[config.mk]
export PLATFORM = sky130hd
export DESIGN_NAME = bounded_deque_with_delete
export DESIGN_NICKNAME = d
export VERILOG_FILES = /design/src/sv/bdq_pkg.sv /design/src/sv/bdq_ram.sv /design/src/sv/bdq_ctrl.sv /design/src/sv/bdq_datapath.sv /design/src/sv/bounded_deque_with_delete.sv
export SDC_FILE = /design/constraint.sdc
export NUM_CORES = 1
export LEC_CHECK = 0
export CAP_MARGIN = 30
export CORE_MARGIN = 10
export CORE_UTILIZATION = 32
export CTS_CLUSTER_SIZE = 30
export DETAILED_ROUTE_END_ITERATION = 12
export DONT_BUFFER_PORTS = 1
export PLACE_DENSITY = 0.58
export REMOVE_ABC_BUFFERS = 1
export SLEW_MARGIN = 20
export SYNTH_ARGS = -nofsm -noshare
export SYNTH_HDL_FRONTEND = slang
export SYNTH_SLANG_ARGS = --single-unit
[constraint.sdc]
create_clock -name clock -period 5.7 [get_ports clock]
set_input_delay 0.57 -clock clock [delete_from_list [all_inputs] [get_ports clock]]
set_output_delay 0.57 -clock clock [all_outputs]
set_load 0.1 [all_outputs]
[src/sv/bdq_pkg.sv]
// shared types and codes for the bounded deque with delete
`default_nettype none

package bdq_pkg;

   // request command codes
   typedef enum logic [1:0] {
      REQ_PUSH_FRONT = 2'd0,
      REQ_PUSH_BACK  = 2'd1,
      REQ_DELETE     = 2'd2,
      REQ_NOP        = 2'd3
   } req_cmd_type;

   // response status codes
   typedef enum logic [1:0] {
      RSP_OK        = 2'd0,
      RSP_FULL      = 2'd1,
      RSP_NOT_FOUND = 2'd2
   } rsp_status_type;

   // datapath operations issued by the controller
   typedef enum logic [3:0] {
      OP_IDLE,
      OP_PUSH_FRONT,
      OP_PUSH_BACK,
      OP_REJECT_FULL,
      OP_NOP,
      OP_MISS,
      OP_SCAN_START,
      OP_SCAN_STEP,
      OP_SCAN_END
   } dp_op_type;

   typedef struct packed {
      dp_op_type op;
   } ctl_cmd_type;

   typedef struct packed {
      logic empty;
      logic full;
      logic scan_last;
   } dp_status_type;

endpackage

`default_nettype wire

[src/sv/bdq_ram.sv]
// generic simple dual port ram with registered read
`default_nettype none

module bdq_ram #(
   parameter int WIDTH = 32,
   parameter int DEPTH = 16
) (
   input  wire logic                     clock,
   input  wire logic                     wr_en,
   input  wire logic [$clog2(DEPTH)-1:0] wr_addr,
   input  wire logic [WIDTH-1:0]         wr_data,
   input  wire logic                     rd_en,
   input  wire logic [$clog2(DEPTH)-1:0] rd_addr,
   output logic      [WIDTH-1:0]         rd_data
);

   logic [WIDTH-1:0] mem_ff [DEPTH];

   always_ff @(posedge clock) begin
      if (wr_en) begin
         mem_ff[wr_addr] <= wr_data;
      end
      if (rd_en) begin
         rd_data <= mem_ff[rd_addr];
      end
   end

endmodule

`default_nettype wire

[src/sv/bdq_ctrl.sv]
// controller state machine: decodes requests and sequences the delete scan
`default_nettype none

module bdq_ctrl (
   input  wire logic                   clock,
   input  wire logic                   reset,
   input  wire logic                   start,
   input  wire logic [1:0]             req_command,
   input  wire bdq_pkg::dp_status_type dp_stat,
   output bdq_pkg::ctl_cmd_type        cmd,
   output logic                        busy,
   output logic                        rsp_valid
);

   typedef enum logic [1:0] {
      S_IDLE = 2'b01,
      S_SCAN = 2'b10
   } state_type;

   state_type state_ff, state_in;
   logic      valid_ff, valid_in;

   always_comb begin
      state_in = state_ff;
      valid_in = 1'b0;
      cmd.op   = bdq_pkg::OP_IDLE;
      unique case (state_ff)
         S_IDLE: begin
            if (start) begin
               valid_in = 1'b1;
               unique case (bdq_pkg::req_cmd_type'(req_command))
                  bdq_pkg::REQ_PUSH_FRONT: begin
                     cmd.op = dp_stat.full ? bdq_pkg::OP_REJECT_FULL : bdq_pkg::OP_PUSH_FRONT;
                  end
                  bdq_pkg::REQ_PUSH_BACK: begin
                     cmd.op = dp_stat.full ? bdq_pkg::OP_REJECT_FULL : bdq_pkg::OP_PUSH_BACK;
                  end
                  bdq_pkg::REQ_DELETE: begin
                     if (dp_stat.empty) begin
                        cmd.op = bdq_pkg::OP_MISS;
                     end else begin
                        cmd.op   = bdq_pkg::OP_SCAN_START;
                        valid_in = 1'b0;
                        state_in = S_SCAN;
                     end
                  end
                  default: begin
                     cmd.op = bdq_pkg::OP_NOP;
                  end
               endcase
            end
         end
         S_SCAN: begin
            if (dp_stat.scan_last) begin
               cmd.op   = bdq_pkg::OP_SCAN_END;
               valid_in = 1'b1;
               state_in = S_IDLE;
            end else begin
               cmd.op = bdq_pkg::OP_SCAN_STEP;
            end
         end
         default: begin
            state_in = S_IDLE;
         end
      endcase
   end

   always_ff @(posedge clock) begin
      if (reset) begin
         state_ff <= S_IDLE;
         valid_ff <= 1'b0;
      end else begin
         state_ff <= state_in;
         valid_ff <= valid_in;
      end
   end

   assign busy      = (state_ff == S_SCAN);
   assign rsp_valid = valid_ff;

endmodule

`default_nettype wire

[src/sv/bdq_datapath.sv]
// datapath: ring pointers, entry ram, scan and shift logic, result registers
`default_nettype none

module bdq_datapath #(
   parameter int DEPTH      = 16,
   parameter int DATA_WIDTH = 32
) (
   input  wire logic                          clock,
   input  wire logic                          reset,
   input  wire bdq_pkg::ctl_cmd_type          cmd,
   input  wire logic signed [DATA_WIDTH-1:0]  req_value,
   output bdq_pkg::dp_status_type             dp_stat,
   output logic [1:0]                         rsp_status,
   output logic [$clog2(DEPTH+1)-1:0]         rsp_entry_count,
   output logic                               rsp_is_empty,
   output logic signed [DATA_WIDTH-1:0]       rsp_front_value,
   output logic signed [DATA_WIDTH-1:0]       rsp_back_value
);

   localparam int AW = $clog2(DEPTH);
   localparam int CW = $clog2(DEPTH + 1);
   localparam logic [AW:0]   DEPTH_W  = (AW + 1)'(DEPTH);
   localparam logic [CW-1:0] DEPTH_C  = CW'(DEPTH);
   localparam logic [AW-1:0] LAST_POS = AW'(DEPTH - 1);

   logic [AW-1:0]         front_pos_ff, front_pos_in;
   logic [CW-1:0]         count_ff, count_in;
   logic [DATA_WIDTH-1:0] front_val_ff, front_val_in;
   logic [DATA_WIDTH-1:0] back_val_ff, back_val_in;
   logic [DATA_WIDTH-1:0] kept_ff, kept_in;
   logic [DATA_WIDTH-1:0] key_ff, key_in;
   logic [1:0]            status_ff, status_in;
   logic [CW-1:0]         next_k_ff, next_k_in;
   logic [CW-1:0]         data_idx_ff, data_idx_in;
   logic                  found_ff, found_in;

   logic                  wr_en, rd_en;
   logic [AW-1:0]         wr_addr, rd_addr;
   logic [DATA_WIDTH-1:0] wr_data, rd_data;
   logic                  hit;
   logic                  removed;

   // ring slot of logical place k
   function automatic logic [AW-1:0] slot_of(input logic [AW-1:0] base,
                                             input logic [AW:0]   k);
      logic [AW:0] sum;
      sum = {1'b0, base} + k;
      if (sum >= DEPTH_W) begin
         sum = sum - DEPTH_W;
      end
      return sum[AW-1:0];
   endfunction

   bdq_ram #(
      .WIDTH (DATA_WIDTH),
      .DEPTH (DEPTH)
   ) u_ram (
      .clock   (clock),
      .wr_en   (wr_en),
      .wr_addr (wr_addr),
      .wr_data (wr_data),
      .rd_en   (rd_en),
      .rd_addr (rd_addr),
      .rd_data (rd_data)
   );

   assign hit     = !found_ff && (rd_data == key_ff);
   assign removed = found_ff || hit;

   always_comb begin
      front_pos_in = front_pos_ff;
      count_in     = count_ff;
      front_val_in = front_val_ff;
      back_val_in  = back_val_ff;
      kept_in      = kept_ff;
      key_in       = key_ff;
      status_in    = status_ff;
      next_k_in    = next_k_ff;
      data_idx_in  = data_idx_ff;
      found_in     = found_ff;
      wr_en        = 1'b0;
      wr_addr      = slot_of(front_pos_ff, (AW + 1)'(count_ff));
      wr_data      = req_value;
      rd_en        = 1'b0;
      rd_addr      = slot_of(front_pos_ff, (AW + 1)'(next_k_ff));

      unique case (cmd.op)
         bdq_pkg::OP_PUSH_FRONT: begin
            front_pos_in = (front_pos_ff == '0) ? LAST_POS : front_pos_ff - AW'(1);
            wr_en        = 1'b1;
            wr_addr      = front_pos_in;
            front_val_in = req_value;
            if (count_ff == '0) begin
               back_val_in = req_value;
            end
            count_in  = count_ff + CW'(1);
            status_in = bdq_pkg::RSP_OK;
         end
         bdq_pkg::OP_PUSH_BACK: begin
            wr_en       = 1'b1;
            back_val_in = req_value;
            if (count_ff == '0) begin
               front_val_in = req_value;
            end
            count_in  = count_ff + CW'(1);
            status_in = bdq_pkg::RSP_OK;
         end
         bdq_pkg::OP_REJECT_FULL: begin
            status_in = bdq_pkg::RSP_FULL;
         end
         bdq_pkg::OP_NOP: begin
            status_in = bdq_pkg::RSP_OK;
         end
         bdq_pkg::OP_MISS: begin
            status_in = bdq_pkg::RSP_NOT_FOUND;
         end
         bdq_pkg::OP_SCAN_START: begin
            key_in      = req_value;
            found_in    = 1'b0;
            rd_en       = 1'b1;
            rd_addr     = front_pos_ff;
            data_idx_in = '0;
            next_k_in   = CW'(1);
         end
         bdq_pkg::OP_SCAN_STEP, bdq_pkg::OP_SCAN_END: begin
            // entries after the match move one place toward the front
            if (found_ff) begin
               wr_en   = 1'b1;
               wr_addr = slot_of(front_pos_ff, (AW + 1)'(data_idx_ff - CW'(1)));
               wr_data = rd_data;
               if (data_idx_ff == CW'(1)) begin
                  front_val_in = rd_data;
               end
            end
            if (!hit) begin
               kept_in = rd_data;
            end
            found_in = removed;
            if (cmd.op == bdq_pkg::OP_SCAN_STEP) begin
               rd_en       = 1'b1;
               next_k_in   = next_k_ff + CW'(1);
               data_idx_in = data_idx_ff + CW'(1);
            end else if (removed) begin
               count_in    = count_ff - CW'(1);
               back_val_in = hit ? kept_ff : rd_data;
               status_in   = bdq_pkg::RSP_OK;
            end else begin
               status_in = bdq_pkg::RSP_NOT_FOUND;
            end
         end
         default: begin
         end
      endcase
   end

   always_ff @(posedge clock) begin
      if (reset) begin
         front_pos_ff <= '0;
         count_ff     <= '0;
      end else begin
         front_pos_ff <= front_pos_in;
         count_ff     <= count_in;
      end
   end

   always_ff @(posedge clock) begin
      front_val_ff <= front_val_in;
      back_val_ff  <= back_val_in;
      kept_ff      <= kept_in;
      key_ff       <= key_in;
      status_ff    <= status_in;
      next_k_ff    <= next_k_in;
      data_idx_ff  <= data_idx_in;
      found_ff     <= found_in;
   end

   assign dp_stat.empty     = (count_ff == '0);
   assign dp_stat.full      = (count_ff == DEPTH_C);
   assign dp_stat.scan_last = (data_idx_ff == count_ff - CW'(1));

   assign rsp_status      = status_ff;
   assign rsp_entry_count = count_ff;
   assign rsp_is_empty    = (count_ff == '0);
   assign rsp_front_value = (count_ff == '0) ? '0 : front_val_ff;
   assign rsp_back_value  = (count_ff == '0) ? '0 : back_val_ff;

endmodule

`default_nettype wire

[src/sv/bounded_deque_with_delete.sv]
// Bounded deque of signed values with push front, push back and delete of the
// first match. An item is taken when start is high and busy is low; its result
// is on the rsp_ ports for exactly one cycle with rsp_valid high, and the
// receiver must capture it then since it cannot stall the block. Pushes, no-ops,
// full pushes and deletes on an empty store finish at the edge that takes them,
// so their result is on the ports in the next cycle and such items can follow
// one per cycle. A delete reads every held entry in turn from the
// single-read-port entry ram, one per cycle, shifting later entries forward as
// it goes: busy stays high until the scan has read every entry held when the
// delete is taken (up to DEPTH), and the result is on the ports in the first
// cycle that busy is low, when the next item can already be taken. The entry
// ram needs no clear after reset.
`default_nettype none

module bounded_deque_with_delete #(
   parameter int DEPTH      = 16,
   parameter int DATA_WIDTH = 32
) (
   input  wire logic                          clock,
   input  wire logic                          reset,
   input  wire logic                          start,
   output logic                               busy,
   input  wire logic [1:0]                    req_command,
   input  wire logic signed [DATA_WIDTH-1:0]  req_value,
   output logic                               rsp_valid,
   output logic [1:0]                         rsp_status,
   output logic [$clog2(DEPTH+1)-1:0]         rsp_entry_count,
   output logic                               rsp_is_empty,
   output logic signed [DATA_WIDTH-1:0]       rsp_front_value,
   output logic signed [DATA_WIDTH-1:0]       rsp_back_value
);

   bdq_pkg::ctl_cmd_type   cmd;
   bdq_pkg::dp_status_type dp_stat;

   bdq_ctrl u_ctrl (
      .clock       (clock),
      .reset       (reset),
      .start       (start),
      .req_command (req_command),
      .dp_stat     (dp_stat),
      .cmd         (cmd),
      .busy        (busy),
      .rsp_valid   (rsp_valid)
   );

   bdq_datapath #(
      .DEPTH      (DEPTH),
      .DATA_WIDTH (DATA_WIDTH)
   ) u_datapath (
      .clock           (clock),
      .reset           (reset),
      .cmd             (cmd),
      .req_value       (req_value),
      .dp_stat         (dp_stat),
      .rsp_status      (rsp_status),
      .rsp_entry_count (rsp_entry_count),
      .rsp_is_empty    (rsp_is_empty),
      .rsp_front_value (rsp_front_value),
      .rsp_back_value  (rsp_back_value)
   );

endmodule

`default_nettype wire
## Word-level counts from Yosys, hierarchy flattened

Memory sizes are Yosys's and may differ from the RTL's. A register that Yosys moved wholly into a read port is not among the register bits.
Index checks and enable logic that the tools add are counted.

- Bits in latches: 0
- Bits in writable memories: 512
- Memory bits (read-only): 0
- Logic and storage cells: 127
- Memories: 1
- Output and inout bits: 74
- Register bits after elaboration: 153
- Input port bits: 37

Memory list:

| memory | words | width | rd ports | clocked after memory_dff | wr ports | line | source |
|---|---|---|---|---|---|---|---|
| u_datapath.u_ram.mem_ff | 16 | 32 | 1 | 1 | 1 | bdq_ram.sv:17 | `logic [WIDTH-1:0] mem_ff [DEPTH];` |

- Multiply operators: 0
- Add/sub/neg operators: 12
- Multiplexer cells: 53
- Reduce and logical (&&, ||, !) cells: 19
- Bitwise gates (word level): 0
- Eq/ne operators: 27
- Magnitude comparators: 3
- Shift-type cells: 0
- Divide/modulo/power cells: 0

Operator list:

| kind | number |
|---|---|
| $mux W32 | 10 |
| $pmux W32 S3 | 2 |
| $eq A32 B32 Y1 | 1 |
| $mux W4 | 8 |
| $pmux W5 S2 | 3 |
| $mux W5 | 4 |
| $eq A4 B3 Y1 const B | 4 |
| $mux W2 | 8 |
| $pmux W4 S2 | 2 |
| $sub A4 B1 Y4 const B | 4 |
| $add A4 B5 Y5 | 3 |
| $add A5 B1 Y5 const B | 3 |
| $ge A5 B5 Y1 const B | 3 |
| $ne A2 B2 Y1 const B | 6 |
| $pmux W4 S3 | 1 |
| $reduce_and A4 Y1 | 3 |
| $ne A2 B1 Y1 const B | 5 |
| $sub A5 B1 Y5 const B | 2 |
| $mux W1 | 9 |
| $eq A4 B2 Y1 const B | 2 |
| $pmux W1 S2 | 4 |
| $pmux W2 S4 | 1 |
| $eq A5 B1 Y1 const B | 1 |
| $eq A5 B5 Y1 | 1 |
| 19 further kinds | 24 |

## Depth between registers and ports, before layout

- Depth in word-level cells: 10
- Mapped depth: 15
- Mapped depth without buffers: 13

## By module

Synthesis repeated with hierarchy kept, for this count alone.

- Cells, all modules: 1550
- Area total of the unflattened synthesis: 28462.3 um^2

Modules (own cells, without submodules):

| module | instances | area an instance (um^2) | sequential area each (um^2) | cells an instance |
|---|---|---|---|---|
| bdq_ram | 1 | 20155.6 | 16335.7 | 838 |
| bdq_datapath | 1 | 8082.8 | 4384.2 | 684 |
| bdq_ctrl | 1 | 224.0 | 60.1 | 28 |

## Worst setup path after synthesis

OpenSTA, ideal clock, no wires.

- Path kind: register to register
- From: register u_datapath.count_ff[1] (netlist: u_datapath.rsp_entry_count[1])
- To: memory u_datapath.u_ram.mem_ff[8][0], enable pin
- Arrival: 4516 ps
- Period minus slack after synthesis: 4937 ps
- Stages on the path, launching flop included: 11
- Path slack: 763 ps
- Data required time: 5279 ps
- Cell sequence: dfxtp_1 -> inv_1 -> ha_1 -> nor3b_2 -> and3_1 -> o211ai_4 -> mux2i_1 -> buf_2 -> o211ai_1 -> or2_1 -> nor2_1

- Cells in the longest elaborated chain, start to end: 10
- Elaborated cells on any way between the ends: 26
- Those cells by class: 3 x add/sub; 1 x order compare; 6 x eq/ne; 13 x mux; 3 x reduce/logical

Ends and longest elaborated chain:

| what | line | source |
|---|---|---|
| from (decl) | bdq_datapath.sv:27 | `logic [CW-1:0] count_ff, count_in;` |
| from (signal assigned) | bdq_datapath.sv:162 | `count_ff <= count_in;` |
| parallel branches: the longest is 10 deep, another holds $sub A5 B1 Y5 | - |  |
| to (decl) | bdq_ram.sv:17 |  |

Parallel ways; which one is timed is not known.

## Worst setup path in the final report

- From: register u_datapath.count_ff[0] (netlist: u_datapath.rsp_entry_count[0])
- To: register u_datapath.u_ram.rd_data[20], read port of u_datapath.u_ram.mem_ff, data pin

- Cells in the longest elaborated chain, start to end: 8
- Elaborated cells on any way between the ends: 18
- Those cells by class: 1 x add/sub; 5 x eq/ne; 10 x mux; 2 x reduce/logical

Ends and longest elaborated chain:

| what | line | source |
|---|---|---|
| parallel branches: the longest is 4 deep, another holds $sub A5 B1 Y5 | - |  |
| $pmux W4 S2 (*) | bdq_ctrl.sv:27 | `unique case (state_ff)` |
| $eq A4 B3 Y1 or $eq A4 B4 Y1 (tied branches) | bdq_datapath.sv:87, bdq_datapath.sv:139 |  |
| $mux W1 or $reduce_or A2 Y1 (tied branches) | - |  |
| $pmux W1 S2 | bdq_datapath.sv:87 | `unique case (cmd.op)` |
| to (decl) | bdq_ram.sv:14 | `output logic [WIDTH-1:0] rd_data` |

Mark *: on every way between the ends.
A chain may end at the register's enable or synchronous reset.

==> out/metrics.yaml <==
status: "finished clean"
synth-xor-area-share_pct: 1.63
ys_top_cells_by_area: "edfxtp_1 (71%), nand2_1 (9.0%), nand3_1 (5.7%)"
synth_edf_count: 684
pwr-share-seq_pct: 47.3
synthArstFlopShare_pct: 0
clock-sinks: 696
fp.dieH_um: 321
routed_wl_um: 80000
grt-ovfl-total: 0
internal_power_mw: 9.12
synthAdderAreaFrac_pct: 1.02
ios: 111
setup_slack_ps: 1060
vias_per_cell: 5.14
grt_pass1_vias: 17900
synthMuxAreaShare_pct: 2.84
p_switching_mw: 3.22
cellPowerDensity_nw_per_um2: 356
drv_cap: 0
netlist_instances: 2286
yosysWarnings: 0
grt_use_total_pct: 15.1
synth_most_common_cell: "nand2_1"
clkPwrFrac_pct: 39.0
syn_avg_cell_area_um2: 12.7
htreeDepth: 3
synth-simple-area-share_pct: 17.6
min_delay_path_depth: 1
syn_area_um2: 29100
cp-start-kind: "register"
wl_per_cell_um: 22.3
fp.dieW_um: 321
switching_share_pct: 26.1
synth-main-ff-cell: "edfxtp_1"
grt_pass1_wl_um: 119000
max_freq_mhz: 215
synth_compound_area_share_pct: 2.87
hold_viol: 0
dp_hpwl_um: 46200
min_period_over_period_pct: 81.5
fp.dieArea_um2: 103000
leakagePower_nw: 11.9
cts_buffers: 74
num-fill-cells: 8474
combPwrFrac_pct: 13.8
coreArea_um2: 90000
rsz0062_at_grt: "no"
yosys.area.top_type_share_pct: 70.6
rr_worst_depth: 15
dpl_worst_slack_ps: 1070
yosys.cell_types.count: 59
synth_top_family_by_area: "simple AND/OR/NAND/NOR gates"
yosysTopAreaCell: "edfxtp_1"
clk_path_buf_depth: 3
slew_violations: 0
synth_seq_cells: 696
final_core_util_pct: 38.5
path_max_fanout: 137
critical_path_class: "register to register"
total_power_mw: 12.3
dpl_cell_area_um2: 32100
tritoncts: "done"
clk_pin_slew_ps: 60
crit_arrival_ps: 5120
fp-row-count: 110
synthTopCellsByCount: "nand2_1 (696), edfxtp_1 (684), nand3_1 (329), mux2_2 (65), nor2b_1 (64)"
cts-root-buf: "clkbuf_16"
min_period_ps: 4640
slew_headroom_pct: 35.8
antenna_found_initial: 1
finalSetupViolations: 0
via_count: 18400
hold_class: "primary input to register"
drtIter0Drc: 1928
dr.pass1.iters: 5
initial_utilization_pct: 32.3
required_ps: 6180
drive_gt1_share_pct: 16.1
finClkSkew_ps: 27.9
worstMarginPinSlew_ps: 963
drc_errors: 0
postCtsSetupRepairBufs: 0
end_kind: "register"
grt_max_degree: 147
clk_latency_ps: 620
finalNetCount: 2410
port_buffers: 0
gp_congestion: 0.824
antenna_left: 0
synth-seq-area-share_pct: 71.5
vdd_drop_max_uv: 210
layout.cell_area.non_filler_um2: 34600
syn_to_final_growth_pct: 19.1
==> area by class of cell <==
| type | instances | area [µm²] | share of cell area [%] |
|---|---|---|---|
| Clock inverter | 36 | 385 | 1.11 |
| Antenna cell | 1 | 2.50 | 0.00723 |
| Inverter | 22 | 90.1 | 0.260 |
| Timing Repair Buffer | 119 | 1950 | 5.64 |
| Clock buffer | 93 | 2010 | 5.80 |
| Sequential cell | 696 | 20800 | 60.0 |
| Tap cell | 1176 | 1470 | 4.25 |
| Multi-Input combinational cell | 1438 | 7930 | 22.9 |
==> critical path, cell delays in order (launching register included) <==
cell and delay [ps]:
dfxtp_1 300, buf_4 250, inv_1 140, ha_1 250, nor3b_2 420, nand2b_2 190, inv_4 500, nor2_4 120
nand2_4 150, inv_4 160, mux2_8 900, buf_4 550, nand2_1 110, a31oi_1 200, a32oi_1 100, nand3_1 110
==> cells by family after synthesis <==
| family | count (synthesis) |
|---|---|
| XOR/XNOR | 54 |
| buffers and inverters | 152 |
| multiplexers | 73 |
| AO/OA/AOI/OAI | 115 |
| flip-flops | 696 |
| AND/OR/NAND/NOR | 1174 |
| adder cells (fa/ha/maj) | 22 |
==> registers in the layout (all words and copies together), names as in the netlist, 5 cells and up <==
register                    cells
u_datapath.back_val_ff         32
u_datapath.data_idx_ff          5
u_datapath.front_val_ff        32
u_datapath.kept_ff             32
u_datapath.key_ff              32
u_datapath.rsp_entry_count      5
u_datapath.u_ram.mem_ff       512
u_datapath.u_ram.rd_data       32
==> cells in the final DEF, fill, tap and decap left out, types with 9 or more instances in the layout <==
cell type | Yosys | routed
nand3_1 | 329 | 329
nor2_4 | 1 | 18
xnor2_1 | 13 | 13
buf_12 | 0 | 9
a21oi_1 | 18 | 16
nand2_1 | 696 | 696
ha_1 | 19 | 19
dfxtp_1 | 12 | 12
clkinv_1 | 0 | 13
clkinv_2 | 1 | 11
clkbuf_16 | 0 | 78
edfxtp_1 | 684 | 684
buf_16 | 0 | 36
buf_8 | 0 | 30
a31oi_1 | 33 | 33
inv_1 | 19 | 19
xor2_1 | 41 | 41
clkbuf_1 | 50 | 15
buf_4 | 3 | 41
nor2_1 | 43 | 26
nor2b_2 | 0 | 64
a32oi_1 | 33 | 32
mux2_2 | 65 | 65
==> layer usage <==
| metal | wire length [µm] | up-vias | track usage, % |
|---|---|---|---|
| met3 | 6240 | 114 | 3.01 |
| met4 | 1350 | 0 | 3.37 |
| met2 | 37000 | 698 | 24.0 |
| li1 | - | 8339 | - |
| met5 | 0 | - | 0 |
| met1 | 35400 | 9255 | 21.2 |
==> power groups by stage <==
stage | sequential (mW) | clock [mW] | combinational [mW]
2_1_floorplan | 5.93 | 0 | 1.05
3_3_place_gp | 5.93 | 0 | 1.44
3_5_place_dp | 5.94 | 0 | 1.69
4_1_cts | 5.83 | 4.89 | 1.70
5_1_grt | 5.83 | 5.10 | 1.82
6_report | 5.83 | 4.81 | 1.70
==> final timing paths <==
path / startpoint / endpoint / slack [ps]
worst max-delay path: u_datapath.rsp_entry_count[0] / u_datapath.u_ram.rd_data[20] / 1060
worst min-delay path: reset / u_datapath.front_pos_ff[3] / 40
worst max register to register: u_datapath.rsp_entry_count[0] / u_datapath.u_ram.rd_data[20] / 1060
worst min register to register: u_ctrl.state_ff[1] / u_ctrl.state_ff[1] / 500
==> metrics by stage <==
stage          hold WS, ps  setup TNS, ps  std cells
6_report              40.7              0       3581
5_1_grt               4.69              0       3580
4_1_cts              0.224              0       3576
3_5_place_dp           490              0       3446
3_3_place_gp           477              0       3382
2_1_floorplan          466        -677190       2156
==> repair_timing <==
action | in CTS | in global routing
hold buffers | 1 | 0
resized for setup | 0 | 0
hold endpoints to repair | 1 | 0
Power figures use the tool's default switching activity.
